**src/rtl/tta_pkg.sv**
```systemverilog
package tta_pkg;

    localparam int TS_W             = 32;
    localparam int CFG_W            = 16;
    localparam int TEMPO_W          = 20;
    localparam int HELD_W           = 3;
    localparam int FRAC_W           = 4;
    localparam int CFG_IDX_W        = 2;
    localparam int OUT_DATA_W       = 24;
    localparam int WINDOW_SLOTS_DEF = 4;

    localparam logic [CFG_W-1:0]   TIMEOUT_RST   = 16'd2000;
    localparam logic [CFG_W-1:0]   MIN_GAP_RST   = 16'd20;
    localparam logic [CFG_W-1:0]   TEMPO_MIN_RST = 16'd20;
    localparam logic [CFG_W-1:0]   TEMPO_MAX_RST = 16'd1000;
    localparam logic [TEMPO_W-1:0] TEMPO_RST     = 20'd4800;

    typedef enum logic [2:0] {
        ST_IDLE,
        ST_GAP,
        ST_LOAD,
        ST_DIV,
        ST_DONE
    } state_t;

    typedef enum logic [1:0] {
        OC_FIRST  = 2'd0,
        OC_STALE  = 2'd1,
        OC_BOUNCE = 2'd2,
        OC_ACCEPT = 2'd3
    } outcome_t;

    typedef enum logic [CFG_IDX_W-1:0] {
        CFG_TIMEOUT   = 2'd0,
        CFG_MIN_GAP   = 2'd1,
        CFG_TEMPO_MIN = 2'd2,
        CFG_TEMPO_MAX = 2'd3
    } cfg_idx_t;

    typedef struct packed {
        logic done;
        logic gt_timeout;
        logic lt_min;
    } gap_stat_t;

endpackage

```
**src/rtl/tta_gap_serial.sv**
```systemverilog
module tta_gap_serial
(
    input  logic                       clk,
    input  logic                       rst_n,
    input  logic                       start,
    input  logic [tta_pkg::TS_W-1:0]   now_ms,
    input  logic [tta_pkg::TS_W-1:0]   last_ms,
    input  logic [tta_pkg::CFG_W-1:0]  timeout_ms,
    input  logic [tta_pkg::CFG_W-1:0]  min_gap_ms,
    output logic [tta_pkg::CFG_W-1:0]  gap,
    output tta_pkg::gap_stat_t         stat
);
    import tta_pkg::*;

    localparam int BC_W = $clog2(TS_W);

    logic [TS_W-1:0] a_reg, a_next;
    logic [TS_W-1:0] b_reg, b_next;
    logic [TS_W-1:0] t_reg, t_next;
    logic [TS_W-1:0] m_reg, m_next;
    logic [TS_W-1:0] gap_reg, gap_next;
    logic            carry_reg, carry_next;
    logic            gt_reg, gt_next;
    logic            lt_reg, lt_next;
    logic [BC_W-1:0] cnt_reg, cnt_next;
    logic            busy_reg, busy_next;
    logic            done_reg, done_next;
    logic            nb;
    logic            d;

    // one difference bit per cycle, lsb first: a + ~b + 1
    assign nb = ~b_reg[0];
    assign d  = a_reg[0] ^ nb ^ carry_reg;

    always_comb
    begin
        a_next     = a_reg;
        b_next     = b_reg;
        t_next     = t_reg;
        m_next     = m_reg;
        gap_next   = gap_reg;
        carry_next = carry_reg;
        gt_next    = gt_reg;
        lt_next    = lt_reg;
        cnt_next   = cnt_reg;
        busy_next  = busy_reg;
        done_next  = 1'b0;
        if (start)
        begin
            a_next     = now_ms;
            b_next     = last_ms;
            t_next     = TS_W'(timeout_ms);
            m_next     = TS_W'(min_gap_ms);
            carry_next = 1'b1;
            gt_next    = 1'b0;
            lt_next    = 1'b0;
            cnt_next   = '0;
            busy_next  = 1'b1;
        end
        else if (busy_reg)
        begin
            a_next     = {1'b0, a_reg[TS_W-1:1]};
            b_next     = {1'b0, b_reg[TS_W-1:1]};
            t_next     = {1'b0, t_reg[TS_W-1:1]};
            m_next     = {1'b0, m_reg[TS_W-1:1]};
            gap_next   = {d, gap_reg[TS_W-1:1]};
            carry_next = (a_reg[0] & nb) | (a_reg[0] & carry_reg) | (nb & carry_reg);
            // the highest differing bit decides each compare
            if (d != t_reg[0])
            begin
                gt_next = d;
            end
            if (d != m_reg[0])
            begin
                lt_next = ~d;
            end
            cnt_next = cnt_reg + 1'b1;
            if (cnt_reg == BC_W'(TS_W - 1))
            begin
                busy_next = 1'b0;
                done_next = 1'b1;
            end
        end
    end

    always_ff @(posedge clk)
    begin
        a_reg     <= a_next;
        b_reg     <= b_next;
        t_reg     <= t_next;
        m_reg     <= m_next;
        gap_reg   <= gap_next;
        carry_reg <= carry_next;
        gt_reg    <= gt_next;
        lt_reg    <= lt_next;
    end

    always_ff @(posedge clk or negedge rst_n)
    begin
        if (!rst_n)
        begin
            cnt_reg  <= '0;
            busy_reg <= 1'b0;
            done_reg <= 1'b0;
        end
        else
        begin
            cnt_reg  <= cnt_next;
            busy_reg <= busy_next;
            done_reg <= done_next;
        end
    end

    assign gap             = gap_reg[CFG_W-1:0];
    assign stat.done       = done_reg;
    assign stat.gt_timeout = gt_reg;
    assign stat.lt_min     = lt_reg;

endmodule

```
**src/rtl/tta_window.sv**
```systemverilog
module tta_window
#(
    parameter int SLOTS = tta_pkg::WINDOW_SLOTS_DEF,
    parameter int CNT_W = $clog2(SLOTS + 1),
    parameter int SUM_W = tta_pkg::CFG_W + CNT_W
)
(
    input  logic                      clk,
    input  logic                      rst_n,
    input  logic                      clr,
    input  logic                      push,
    input  logic [tta_pkg::CFG_W-1:0] gap,
    output logic [CNT_W-1:0]          count,
    output logic [SUM_W-1:0]          sum
);
    import tta_pkg::*;

    logic [CFG_W-1:0] win_reg [SLOTS];
    logic [CNT_W-1:0] count_reg, count_next;
    logic [SUM_W-1:0] sum_reg, sum_next;
    logic             full;
    logic [SUM_W-1:0] drop;

    assign full = (count_reg == CNT_W'(SLOTS));
    assign drop = full ? SUM_W'(win_reg[0]) : '0;

    // running sum of the held intervals
    always_comb
    begin
        count_next = count_reg;
        sum_next   = sum_reg;
        if (clr)
        begin
            count_next = '0;
            sum_next   = '0;
        end
        else if (push)
        begin
            sum_next = sum_reg + SUM_W'(gap) - drop;
            if (!full)
            begin
                count_next = count_reg + 1'b1;
            end
        end
    end

    always_ff @(posedge clk)
    begin
        if (push && !clr)
        begin
            for (int i = 0; i < SLOTS; i++)
            begin
                if (full)
                begin
                    if (i == SLOTS - 1)
                    begin
                        win_reg[i] <= gap;
                    end
                    else
                    begin
                        win_reg[i] <= win_reg[(i + 1) % SLOTS];
                    end
                end
                else if (count_reg == CNT_W'(i))
                begin
                    win_reg[i] <= gap;
                end
            end
        end
    end

    always_ff @(posedge clk or negedge rst_n)
    begin
        if (!rst_n)
        begin
            count_reg <= '0;
            sum_reg   <= '0;
        end
        else
        begin
            count_reg <= count_next;
            sum_reg   <= sum_next;
        end
    end

    assign count = count_reg;
    assign sum   = sum_reg;

endmodule

```
**src/rtl/tta_divider.sv**
```systemverilog
module tta_divider
#(
    parameter int DVD_W = 23,
    parameter int DVS_W = 3
)
(
    input  logic             clk,
    input  logic             rst_n,
    input  logic             start,
    input  logic [DVD_W-1:0] dividend,
    input  logic [DVS_W-1:0] divisor,
    output logic             done,
    output logic [DVD_W-1:0] quotient
);
    localparam int DC_W = (DVD_W > 1) ? $clog2(DVD_W) : 1;

    logic [DVS_W-1:0] rem_reg, rem_next;
    logic [DVS_W-1:0] dvs_reg, dvs_next;
    logic [DVD_W-1:0] quo_reg, quo_next;
    logic [DC_W-1:0]  cnt_reg, cnt_next;
    logic             busy_reg, busy_next;
    logic             done_reg, done_next;
    logic [DVS_W:0]   shifted;
    logic [DVS_W+1:0] trial;
    logic             borrow;

    // restoring division, one quotient bit per cycle
    assign shifted = {rem_reg, quo_reg[DVD_W-1]};
    assign trial   = {1'b0, shifted} - (DVS_W + 2)'(dvs_reg);
    assign borrow  = trial[DVS_W+1];

    always_comb
    begin
        rem_next  = rem_reg;
        dvs_next  = dvs_reg;
        quo_next  = quo_reg;
        cnt_next  = cnt_reg;
        busy_next = busy_reg;
        done_next = 1'b0;
        if (start)
        begin
            rem_next  = '0;
            dvs_next  = divisor;
            quo_next  = dividend;
            cnt_next  = '0;
            busy_next = 1'b1;
        end
        else if (busy_reg)
        begin
            rem_next = borrow ? shifted[DVS_W-1:0] : trial[DVS_W-1:0];
            quo_next = {quo_reg[DVD_W-2:0], ~borrow};
            cnt_next = cnt_reg + 1'b1;
            if (cnt_reg == DC_W'(DVD_W - 1))
            begin
                busy_next = 1'b0;
                done_next = 1'b1;
            end
        end
    end

    always_ff @(posedge clk)
    begin
        rem_reg <= rem_next;
        dvs_reg <= dvs_next;
        quo_reg <= quo_next;
    end

    always_ff @(posedge clk or negedge rst_n)
    begin
        if (!rst_n)
        begin
            cnt_reg  <= '0;
            busy_reg <= 1'b0;
            done_reg <= 1'b0;
        end
        else
        begin
            cnt_reg  <= cnt_next;
            busy_reg <= busy_next;
            done_reg <= done_next;
        end
    end

    assign done     = done_reg;
    assign quotient = quo_reg;

endmodule

```
**src/rtl/tap_tempo_averager_unit.sv**
```systemverilog
// Tap tempo averager: one request on s_tdata is one tap time in ms; each tap gives one
// result with the averaged tempo (Q16.4 ms), the tempo-set flag, the window fill and the
// outcome in m_tuser. A first tap goes straight to the done state. Every later tap goes
// through a bit-serial subtract and compare of the 32-bit timestamps in the gap state,
// which decides; a stale restart or bounce goes on to the done state. An accepted
// interval updates the window and passes the load state, which starts a restoring divider
// that yields one quotient bit per cycle for a 16 + 4 + clog2(WINDOW_SLOTS+1)-bit quotient
// (23 bits with four slots); the tempo is latched when the divider is done. In the done state
// the result goes to the output register once it is free; only then is the next tap taken.
module tap_tempo_averager_unit
#(
    parameter int WINDOW_SLOTS = tta_pkg::WINDOW_SLOTS_DEF
)
(
    input  logic                          clk,
    input  logic                          rst_n,
    input  logic                          s_tvalid,
    output logic                          s_tready,
    input  logic [tta_pkg::TS_W-1:0]      s_tdata,    // now_ms[31:0]
    output logic                          m_tvalid,
    input  logic                          m_tready,
    // tempo_q4[19:0], tempo_set[20], intervals_held[23:21]
    output logic [tta_pkg::OUT_DATA_W-1:0] m_tdata,
    output logic [1:0]                    m_tuser,    // outcome[1:0]
    input  logic                          cfg_valid,
    output logic                          cfg_ready,
    input  logic [tta_pkg::CFG_IDX_W-1:0] cfg_index,
    input  logic [tta_pkg::CFG_W-1:0]     cfg_data
);
    import tta_pkg::*;

    localparam int CNT_W = $clog2(WINDOW_SLOTS + 1);
    localparam int SUM_W = CFG_W + CNT_W;
    localparam int QW    = SUM_W + FRAC_W;

    state_t            state_reg, state_next;
    logic [CFG_W-1:0]  timeout_reg, min_gap_reg, tempo_min_reg, tempo_max_reg;
    logic [TS_W-1:0]   last_reg;
    logic              have_prev_reg;
    logic [TEMPO_W-1:0] tempo_reg, tempo_next;
    logic              tempo_valid_reg;
    outcome_t          outcome_reg, outcome_next;
    logic              m_tvalid_reg, m_tvalid_next;
    logic [OUT_DATA_W-1:0] m_tdata_reg;
    logic [1:0]        m_tuser_reg;

    logic              in_take;
    logic              gap_start;
    logic              win_push;
    logic              win_clr;
    logic              div_start;
    logic              out_load;
    logic              out_free;

    logic [CFG_W-1:0]  gap;
    gap_stat_t         gstat;
    logic [CNT_W-1:0]  count;
    logic [SUM_W-1:0]  sum;
    logic              div_done;
    logic [QW-1:0]     quot;
    logic [QW-1:0]     lo_q, hi_q, q_lo;
    logic [CNT_W+2:0]  count_ext;

    assign cfg_ready = 1'b1;
    assign out_free  = !m_tvalid_reg || m_tready;
    assign in_take   = s_tvalid && s_tready;
    assign gap_start = in_take && have_prev_reg;

    tta_gap_serial u_gap
    (
        .clk        (clk),
        .rst_n      (rst_n),
        .start      (gap_start),
        .now_ms     (s_tdata),
        .last_ms    (last_reg),
        .timeout_ms (timeout_reg),
        .min_gap_ms (min_gap_reg),
        .gap        (gap),
        .stat       (gstat)
    );

    tta_window #(
        .SLOTS (WINDOW_SLOTS),
        .CNT_W (CNT_W),
        .SUM_W (SUM_W)
    ) u_win
    (
        .clk   (clk),
        .rst_n (rst_n),
        .clr   (win_clr),
        .push  (win_push),
        .gap   (gap),
        .count (count),
        .sum   (sum)
    );

    tta_divider #(
        .DVD_W (QW),
        .DVS_W (CNT_W)
    ) u_div
    (
        .clk      (clk),
        .rst_n    (rst_n),
        .start    (div_start),
        .dividend ({sum, FRAC_W'(0)}),
        .divisor  (count),
        .done     (div_done),
        .quotient (quot)
    );

    // clamp: lower limit first, upper limit wins
    assign lo_q = QW'({tempo_min_reg, FRAC_W'(0)});
    assign hi_q = QW'({tempo_max_reg, FRAC_W'(0)});
    assign q_lo = (quot < lo_q) ? lo_q : quot;

    always_comb
    begin
        tempo_next = tempo_reg;
        if (div_done)
        begin
            tempo_next = (q_lo > hi_q) ? hi_q[TEMPO_W-1:0] : q_lo[TEMPO_W-1:0];
        end
    end

    // next state
    always_comb
    begin
        state_next   = state_reg;
        outcome_next = outcome_reg;
        unique case (state_reg)
            ST_IDLE:
            begin
                if (in_take)
                begin
                    if (have_prev_reg)
                    begin
                        state_next = ST_GAP;
                    end
                    else
                    begin
                        state_next   = ST_DONE;
                        outcome_next = OC_FIRST;
                    end
                end
            end
            ST_GAP:
            begin
                if (gstat.done)
                begin
                    if (gstat.gt_timeout)
                    begin
                        state_next   = ST_DONE;
                        outcome_next = OC_STALE;
                    end
                    else if (gstat.lt_min)
                    begin
                        state_next   = ST_DONE;
                        outcome_next = OC_BOUNCE;
                    end
                    else
                    begin
                        state_next   = ST_LOAD;
                        outcome_next = OC_ACCEPT;
                    end
                end
            end
            ST_LOAD:
            begin
                state_next = ST_DIV;
            end
            ST_DIV:
            begin
                if (div_done)
                begin
                    state_next = ST_DONE;
                end
            end
            ST_DONE:
            begin
                if (out_free)
                begin
                    state_next = ST_IDLE;
                end
            end
            default:
            begin
                state_next = ST_IDLE;
            end
        endcase
    end

    // control outputs
    always_comb
    begin
        s_tready  = 1'b0;
        win_clr   = 1'b0;
        win_push  = 1'b0;
        div_start = 1'b0;
        out_load  = 1'b0;
        unique case (state_reg)
            ST_IDLE:
            begin
                s_tready = 1'b1;
            end
            ST_GAP:
            begin
                if (gstat.done)
                begin
                    win_clr  = gstat.gt_timeout;
                    win_push = !gstat.gt_timeout && !gstat.lt_min;
                end
            end
            ST_LOAD:
            begin
                div_start = 1'b1;
            end
            ST_DIV:
            begin
            end
            ST_DONE:
            begin
                out_load = out_free;
            end
            default:
            begin
            end
        endcase
    end

    always_comb
    begin
        m_tvalid_next = m_tvalid_reg;
        if (out_load)
        begin
            m_tvalid_next = 1'b1;
        end
        else if (m_tready)
        begin
            m_tvalid_next = 1'b0;
        end
    end

    assign count_ext = (CNT_W + 3)'(count);

    always_ff @(posedge clk)
    begin
        if (in_take)
        begin
            last_reg <= s_tdata;
        end
        if (out_load)
        begin
            m_tdata_reg <= {count_ext[HELD_W-1:0], tempo_valid_reg, tempo_reg};
            m_tuser_reg <= outcome_reg;
        end
        outcome_reg <= outcome_next;
    end

    always_ff @(posedge clk or negedge rst_n)
    begin
        if (!rst_n)
        begin
            state_reg       <= ST_IDLE;
            have_prev_reg   <= 1'b0;
            tempo_reg       <= TEMPO_RST;
            tempo_valid_reg <= 1'b0;
            m_tvalid_reg    <= 1'b0;
            timeout_reg     <= TIMEOUT_RST;
            min_gap_reg     <= MIN_GAP_RST;
            tempo_min_reg   <= TEMPO_MIN_RST;
            tempo_max_reg   <= TEMPO_MAX_RST;
        end
        else
        begin
            state_reg    <= state_next;
            tempo_reg    <= tempo_next;
            m_tvalid_reg <= m_tvalid_next;
            if (in_take)
            begin
                have_prev_reg <= 1'b1;
            end
            if (div_done)
            begin
                tempo_valid_reg <= 1'b1;
            end
            if (cfg_valid)
            begin
                unique case (cfg_idx_t'(cfg_index))
                    CFG_TIMEOUT:   timeout_reg   <= cfg_data;
                    CFG_MIN_GAP:   min_gap_reg   <= cfg_data;
                    CFG_TEMPO_MIN: tempo_min_reg <= cfg_data;
                    CFG_TEMPO_MAX: tempo_max_reg <= cfg_data;
                    default:
                    begin
                    end
                endcase
            end
        end
    end

    assign m_tvalid = m_tvalid_reg;
    assign m_tdata  = m_tdata_reg;
    assign m_tuser  = m_tuser_reg;

endmodule

```
**config.mk**
```make
export PLATFORM = sky130hd
export DESIGN_NAME = tap_tempo_averager_unit
export DESIGN_NICKNAME = d
export VERILOG_FILES = /design/src/rtl/tta_pkg.sv /design/src/rtl/tta_gap_serial.sv /design/src/rtl/tta_window.sv /design/src/rtl/tta_divider.sv /design/src/rtl/tap_tempo_averager_unit.sv
export SDC_FILE = /design/constraint.sdc
export NUM_CORES = 1
export LEC_CHECK = 0
export BUFFER_PORTS_ARGS = -buffer_cell sky130_fd_sc_hd__buf_2
export CORE_ASPECT_RATIO = 1.25
export CORE_MARGIN = 4
export CORE_UTILIZATION = 29
export DETAILED_ROUTE_END_ITERATION = 6
export SETUP_SLACK_MARGIN = 0.15
export SYNTH_ARGS = -nofsm -noshare
export SYNTH_HDL_FRONTEND = slang
export SYNTH_SLANG_ARGS = --single-unit
```
**constraint.sdc**
```tcl
create_clock -name clk -period 9.85 [get_ports clk]
set_input_delay 0.4925 -clock clk [delete_from_list [all_inputs] [get_ports clk]]
set_output_delay 0.4925 -clock clk [all_outputs]
set_load 0.02 [all_outputs]
```
# == After elaboration in Yosys (flattened, before gate mapping) ==
# Memories as Yosys holds them, arrays and structs flattened.
# Cells that the tools add are included.
# totals
register_bits,346
ramBits,64
inputBits,55
word_cells,186
mem_count,1
# op_classes
add_sub_neg,6
order_cmp,2
eq_ne,21
mux,81
bitwise,15
reduce_logical,27
# memory_table
memory,words,word_bits,read_ports,rd_ports_with_merged_regs,wr,line_no,rtl
u_win.win_reg,4,16,4,0,4,tta_window.sv:18,logic [CFG_W-1:0] win_reg [SLOTS];
# op_table
operator,count
2-to-1 mux 16 bit,9
2-to-1 mux 32 bit,4
2-to-1 mux 23 bit,3
2-to-1 mux 1 bit,41
2-to-1 mux 19 bit,2
2-to-1 mux 3 bit,11
greater-than comparator 23 x 20 -> 1 bit,1
< comparator 23 x 20 -> 1 bit,1
2-to-1 mux 20 bit,1
2-to-1 mux 5 bit,4
adder 19 x 16 -> 19 bit,1
subtractor 19 bit,1
AND reduction 2 bit,8
one-hot mux 3 bit (5 select lines),1
"equality test 3 x 2 -> 1 bit, second input constant",4
"adder 5 x 1 -> 5 bit, second input constant",2
"equality test 5 bit, second input constant",2
nonzero test 2 bit,5
2-to-1 mux 2 bit,4
AND reduction 4 bit,2
"equality test 3 x 1 -> 1 bit, second input constant",2
"equality test 3 bit, second input constant",2
zero test 3 bit,2
"!= test 2 x 1 -> 1 bit, second input constant",3
15 further kinds,36

# == Logic depth before layout (Yosys ltp) ==
# logic_depth
depth_word,8
depth_mapped,17
ltp_nobuf,15

# == Cells and area by module ==
# Synthesis repeated with hierarchy kept, for this count alone.
# hier_totals
hier_cells,1441
hier_area_um2,19668.9
# modules_own_cells
mod,instances,cells_per_inst,area_per_inst_um2,seq_area_each_um2
tap_tempo_averager_unit,1,576,7183.1,4078.9
tta_gap_serial,1,299,5657.9,4078.9
tta_window,1,456,5177.5,2472.4
tta_divider,1,110,1650.3,1016.0

# == Worst setup path after synthesis ==
# OpenSTA, ideal clock, no wires.
# synth_path
path_type,reg-to-reg
startpoint,register state_reg[1]
endpoint,"register u_gap.a_reg[0], enable pin"
setup_time_ns,0.457
arrival_ns,4.733
t_required_ns,9.393
path_slack_ns,4.660
stages_incl_launch_ff,8
period_less_slack_ns,5.190
path_cell_list,dfrtp_1 -> clkbuf_1 -> nor3_1 -> and2_1 -> nand2_1 -> clkbuf_1 -> buf_2 -> nand2_1
# synth_between
elab_chain_cells,5
# synth_rtl
element,line_no,rtl
from (decl),tap_tempo_averager_unit.sv:36,"state_t state_reg, state_next;"
from (signal assigned),tap_tempo_averager_unit.sv:275,state_reg <= state_next;
zero test 3 bit,tap_tempo_averager_unit.sv:200,unique case (state_reg)
2-to-1 mux 1 bit,tap_tempo_averager_unit.sv:200,
net s_tready,tap_tempo_averager_unit.sv:18,"output logic s_tready,"
logical AND 1 bit,tap_tempo_averager_unit.sv:66,assign in_take = s_tvalid && s_tready;
net in_take,tap_tempo_averager_unit.sv:47,logic in_take;
logical AND 1 bit,tap_tempo_averager_unit.sv:67,assign gap_start = in_take && have_prev_reg;
nonzero test 2 bit (no line),-,
to (signal assigned),tta_gap_serial.sv:88,a_reg <= a_next;
to (decl),tta_gap_serial.sv:17,"logic [TS_W-1:0] a_reg, a_next;"
# The timed path passes the listed nets, and every way through them passes these cells.
# A chain may end at the register's enable or synchronous reset.

# == Worst setup path after layout ==
# layout_path
startpoint,register tempo_min_reg[2]
endpoint,register tempo_reg[5]
# layout_between
elab_chain_cells,4
# layout_rtl
element,line_no,rtl
from (decl),tap_tempo_averager_unit.sv:37,"logic [CFG_W-1:0] timeout_reg, min_gap_reg, tempo_min_reg, tempo_max_reg;"
from (signal assigned),tap_tempo_averager_unit.sv:291,CFG_TEMPO_MIN: tempo_min_reg <= cfg_data;
< comparator 23 x 20 -> 1 bit,tap_tempo_averager_unit.sv:114,assign q_lo = (quot < lo_q) ? lo_q : quot;
2-to-1 mux 23 bit *,tap_tempo_averager_unit.sv:114,
greater-than comparator 23 x 20 -> 1 bit,tap_tempo_averager_unit.sv:121,tempo_next = (q_lo > hi_q) ? hi_q[TEMPO_W-1:0] : q_lo[TEMPO_W-1:0];
2-to-1 mux 20 bit *,tap_tempo_averager_unit.sv:121,
to (signal assigned),tap_tempo_averager_unit.sv:276,tempo_reg <= tempo_next;
to (decl),tap_tempo_averager_unit.sv:40,"logic [TEMPO_W-1:0] tempo_reg, tempo_next;"
# Every way passes the cells marked *; elsewhere a longest branch is shown, timed or not.

==> results.toml <==
[sta]
worst_slack_ps = 5270
final-hold-violation-count = 0
finalSetupViolations = 0
fin_crit_sh_pct = 46.5
fin_crit_ps = 4580
max_freq_ghz = 0.218
relSlewSlack_pct = 23.4
worst_pin_slew_ps = 1150
skew_ps = 19.4
tns_ps = 0
grt_setup_unrepaired = "no"
maxSlewViolCount = 0

[layout]
n_fill_cell = 6174
multi_input_area_um2 = 6020
syn_to_final_growth_pct = 14.7
largest_reg_flops = 64
layout-drive-gt1-share_pct = 16.3
seq_area_um2 = 11600
finalInstanceArea_um2 = 21100
diodes = 0
fin_nets = 1787

[power]
netSwitchingFraction_pct = 30.3
clockPowerShare_pct = 29.2
p_seq_share_pct = 46.9
power.density_nw_per_um2 = 255
switching_power_uw = 1630
p_leak_uw = 0.00878
max-vdd-ir-drop_uv = 149
cell_internal_pwr_uw = 3750
power_frac_comb_pct = 23.8

[placement]
place_area_um2 = 19700
portBuffers = 82
place_ws_ps = 5280
finalWeightedCongestion = 0.826
hpwlAfterDp_um = 25500

[detailed_routing]
final_antenna_net_count = 0
firstDrtPassIters = 5
drtIter0Drc = 723
post-route-drc-count = 0
via_count = 11300
totalWireLength_um = 37100
vias_per_cell = 4.50
wl_per_cell_um = 14.7

[synth]
netlist_instances = 1578
synth_nets = 1712
synthFlopType = "edfxtp_1"
synth_cell_types = 64
yosys_warnings = 0
synth.yosys.seq_area_share_pct = 63.2
ys_seq_elements = 410
synth_edf_count = 274
netlist_area_um2 = 18400
syn_avg_cell_area_um2 = 11.6
synth-async-reset-ratio_pct = 30.7

[global_route]
grt_pass1_vias = 11600
antenna_found_initial = 2
overflow = 0
grt_max_degree = 105
grt_usage_pct = 11.0
grt_pass1_wl_um = 60600

[floorplanning]
rows = 102
core_area_um2 = 62400
dieArea_um2 = 67500
num_io_pins = 84
die_h_um = 289
initial_utilization_pct = 29.4
fp.dieW_um = 233

[hold_path]
holdCritPathClass = "primary input to flop"

[run_status]
status = "complete, no violations"

[job]
cap_violations = 0

[setup_path]
cp-end-kind = "flop"
crit_arrival_ps = 4950
critical_path_class = "flop to flop"
slowest_stage = "o21ai_2"
worstPathMaxFanout = 32
required_ps = 10220
start_kind = "flop"
cpPeakStageDelay_ps = 880
cp_cell_sequence = "inv_1, ha_1, nand2_1, o21ai_0, a41oi_2, o21ai_4, mux2_2, ha_1, nand3_1, nor3_1, nand2_1, o21ai_2, o221ai_1"

[clocking]
cts.reportedPaths.clkPinSlew_ps = 60
cts_htree_levels = 2
clockBufferDepth = 3
cts.sinks = 410
post_cts_buffers = 0
clk_latency_ps = 560
cts_tree = "yes"
cts_inserted_buffers = 45
cts_resized = 0
cts-root-buf = "clkbuf_16"
[routing by layer]
metal	GRT usage, %	up-vias	wire (µm)
met5	0	-	8
met4	4.99	2	1540
met3	2.07	79	1540
met2	18.7	209	18000
met1	13.7	5492	16100
li1	-	5561	-
[cell usage in the layout (no fill, tap or decap), types with 15 or more instances in the layout]
master	n
a21oi_1	29
and3_1	22
buf_2	81
clkbuf_1	15
clkbuf_16	48
dfrtp_1	105
dfstp_2	20
edfxtp_1	274
fa_1	18
ha_1	61
inv_1	134
mux2_2	74
nand2_1	426
nand3_1	26
nor2_1	36
o21ai_0	106
o221ai_1	16
[cell type report]
cell class              instances  area share, %
clock buffers                  66           6.16
clock inverters                15          0.356
flip-flops and latches        410           55.1
well taps                     832           4.94
multi-input cells             965           28.6
repair buffers                 97           2.52
inverters                     134           2.39
[worst max-delay path, delay by kind of cell (launching register included)]
| kind | cells | cell delay [ps] |
|---|---|---|
| AOI/OAI and AO/OA | 5 | 2200 |
| adders and majority gates | 2 | 600 |
| buffers and inverters | 1 | 40 |
| DFF | 1 | 540 |
| muxes | 1 | 440 |
| and+or+nand+nor | 4 | 560 |
[metrics by stage]
stage               utilization, %  cells  hold WS, ps  power (µW)
CTS                           33.8   2519         76.6        5460
detailed placement            31.6   2437          405        3850
floorplan                        -   1578          197        3470
global route                  33.8   2519         89.1        5740
finish                        33.8   2519          121        5380
global placement              31.6   2437          405        3810
[cells in the mapped netlist (8+ instances only)]
cell type	instances	area share, %
a21oi_1	29	0.79
o21ai_0	108	2.9
ha_1	61	4.2
o221ai_1	16	0.76
nor2_1	39	0.80
nand2_1	428	8.7
edfxtp_1	274	45
dfrtp_1	106	14
mux2_2	74	4.5
buf_2	8	0.22
mux2_4	8	0.65
inv_1	134	2.7
xnor2_1	11	0.52
nand3_1	26	0.71
dfstp_2	20	2.9
a21o_1	11	0.45
fa_1	18	2.0
mux2i_1	9	0.49
and3_1	23	0.78
and2_1	9	0.31
dfxtp_1	10	1.1
clkbuf_1	53	1.1
xor2_1	10	0.48
[kinds of logic (layout without fill, tap and decap cells)]
family                   Yosys count  in the layout  synth area share, %
AND/OR/NAND/NOR                  563            563                 12.7
flip-flops                       410            410                 63.2
AO/OA/AOI/OAI                    210            210                 6.99
buffers and inverters            203            312                 4.28
multiplexers                      91             91                 5.68
adder cells (fa/ha/maj)           79             79                 6.12
XOR/XNOR                          21             21                 1.00
other                              1              1               0.0204
[what timing repair did]
action,in CTS,in global routing
hold buffers,1,0
endpoints found under the setup margin,0,0
hold endpoints to repair,50,0
[power groups by stage]
stage,sequential (µW),clock (µW),combinational (µW)
4_1_cts,2530,1630,1300
6_report,2530,1570,1280
3_5_place_dp,2560,0,1290
2_1_floorplan,2520,0,944
5_1_grt,2570,1700,1480
3_3_place_gp,2550,0,1260
[path summary, 6_finish.rpt]
path                            cells after the start  slack (ps)                           to                         start
worst min register to register                      0         420  u_gap.gap_reg[30]$_DFFE_PP_   u_gap.gap_reg[31]$_DFFE_PP_
worst max register to register                     13        5270     tempo_reg[5]$_DFFE_PN0P_  tempo_min_reg[2]$_DFFE_PN1P_
min in group asynchronous                           2         590         m_tvalid$_DFFE_PN0P_                         rst_n
worst min-delay path                                1         120       last_reg[31]$_DFFE_PP_                   s_tdata[31]
max in group asynchronous                           3        7910         u_div.done$_DFF_PN0_                         rst_n
worst max-delay path                               13        5270     tempo_reg[5]$_DFFE_PN0P_  tempo_min_reg[2]$_DFFE_PN1P_
Note: power is estimated with default switching activity, not from simulation.
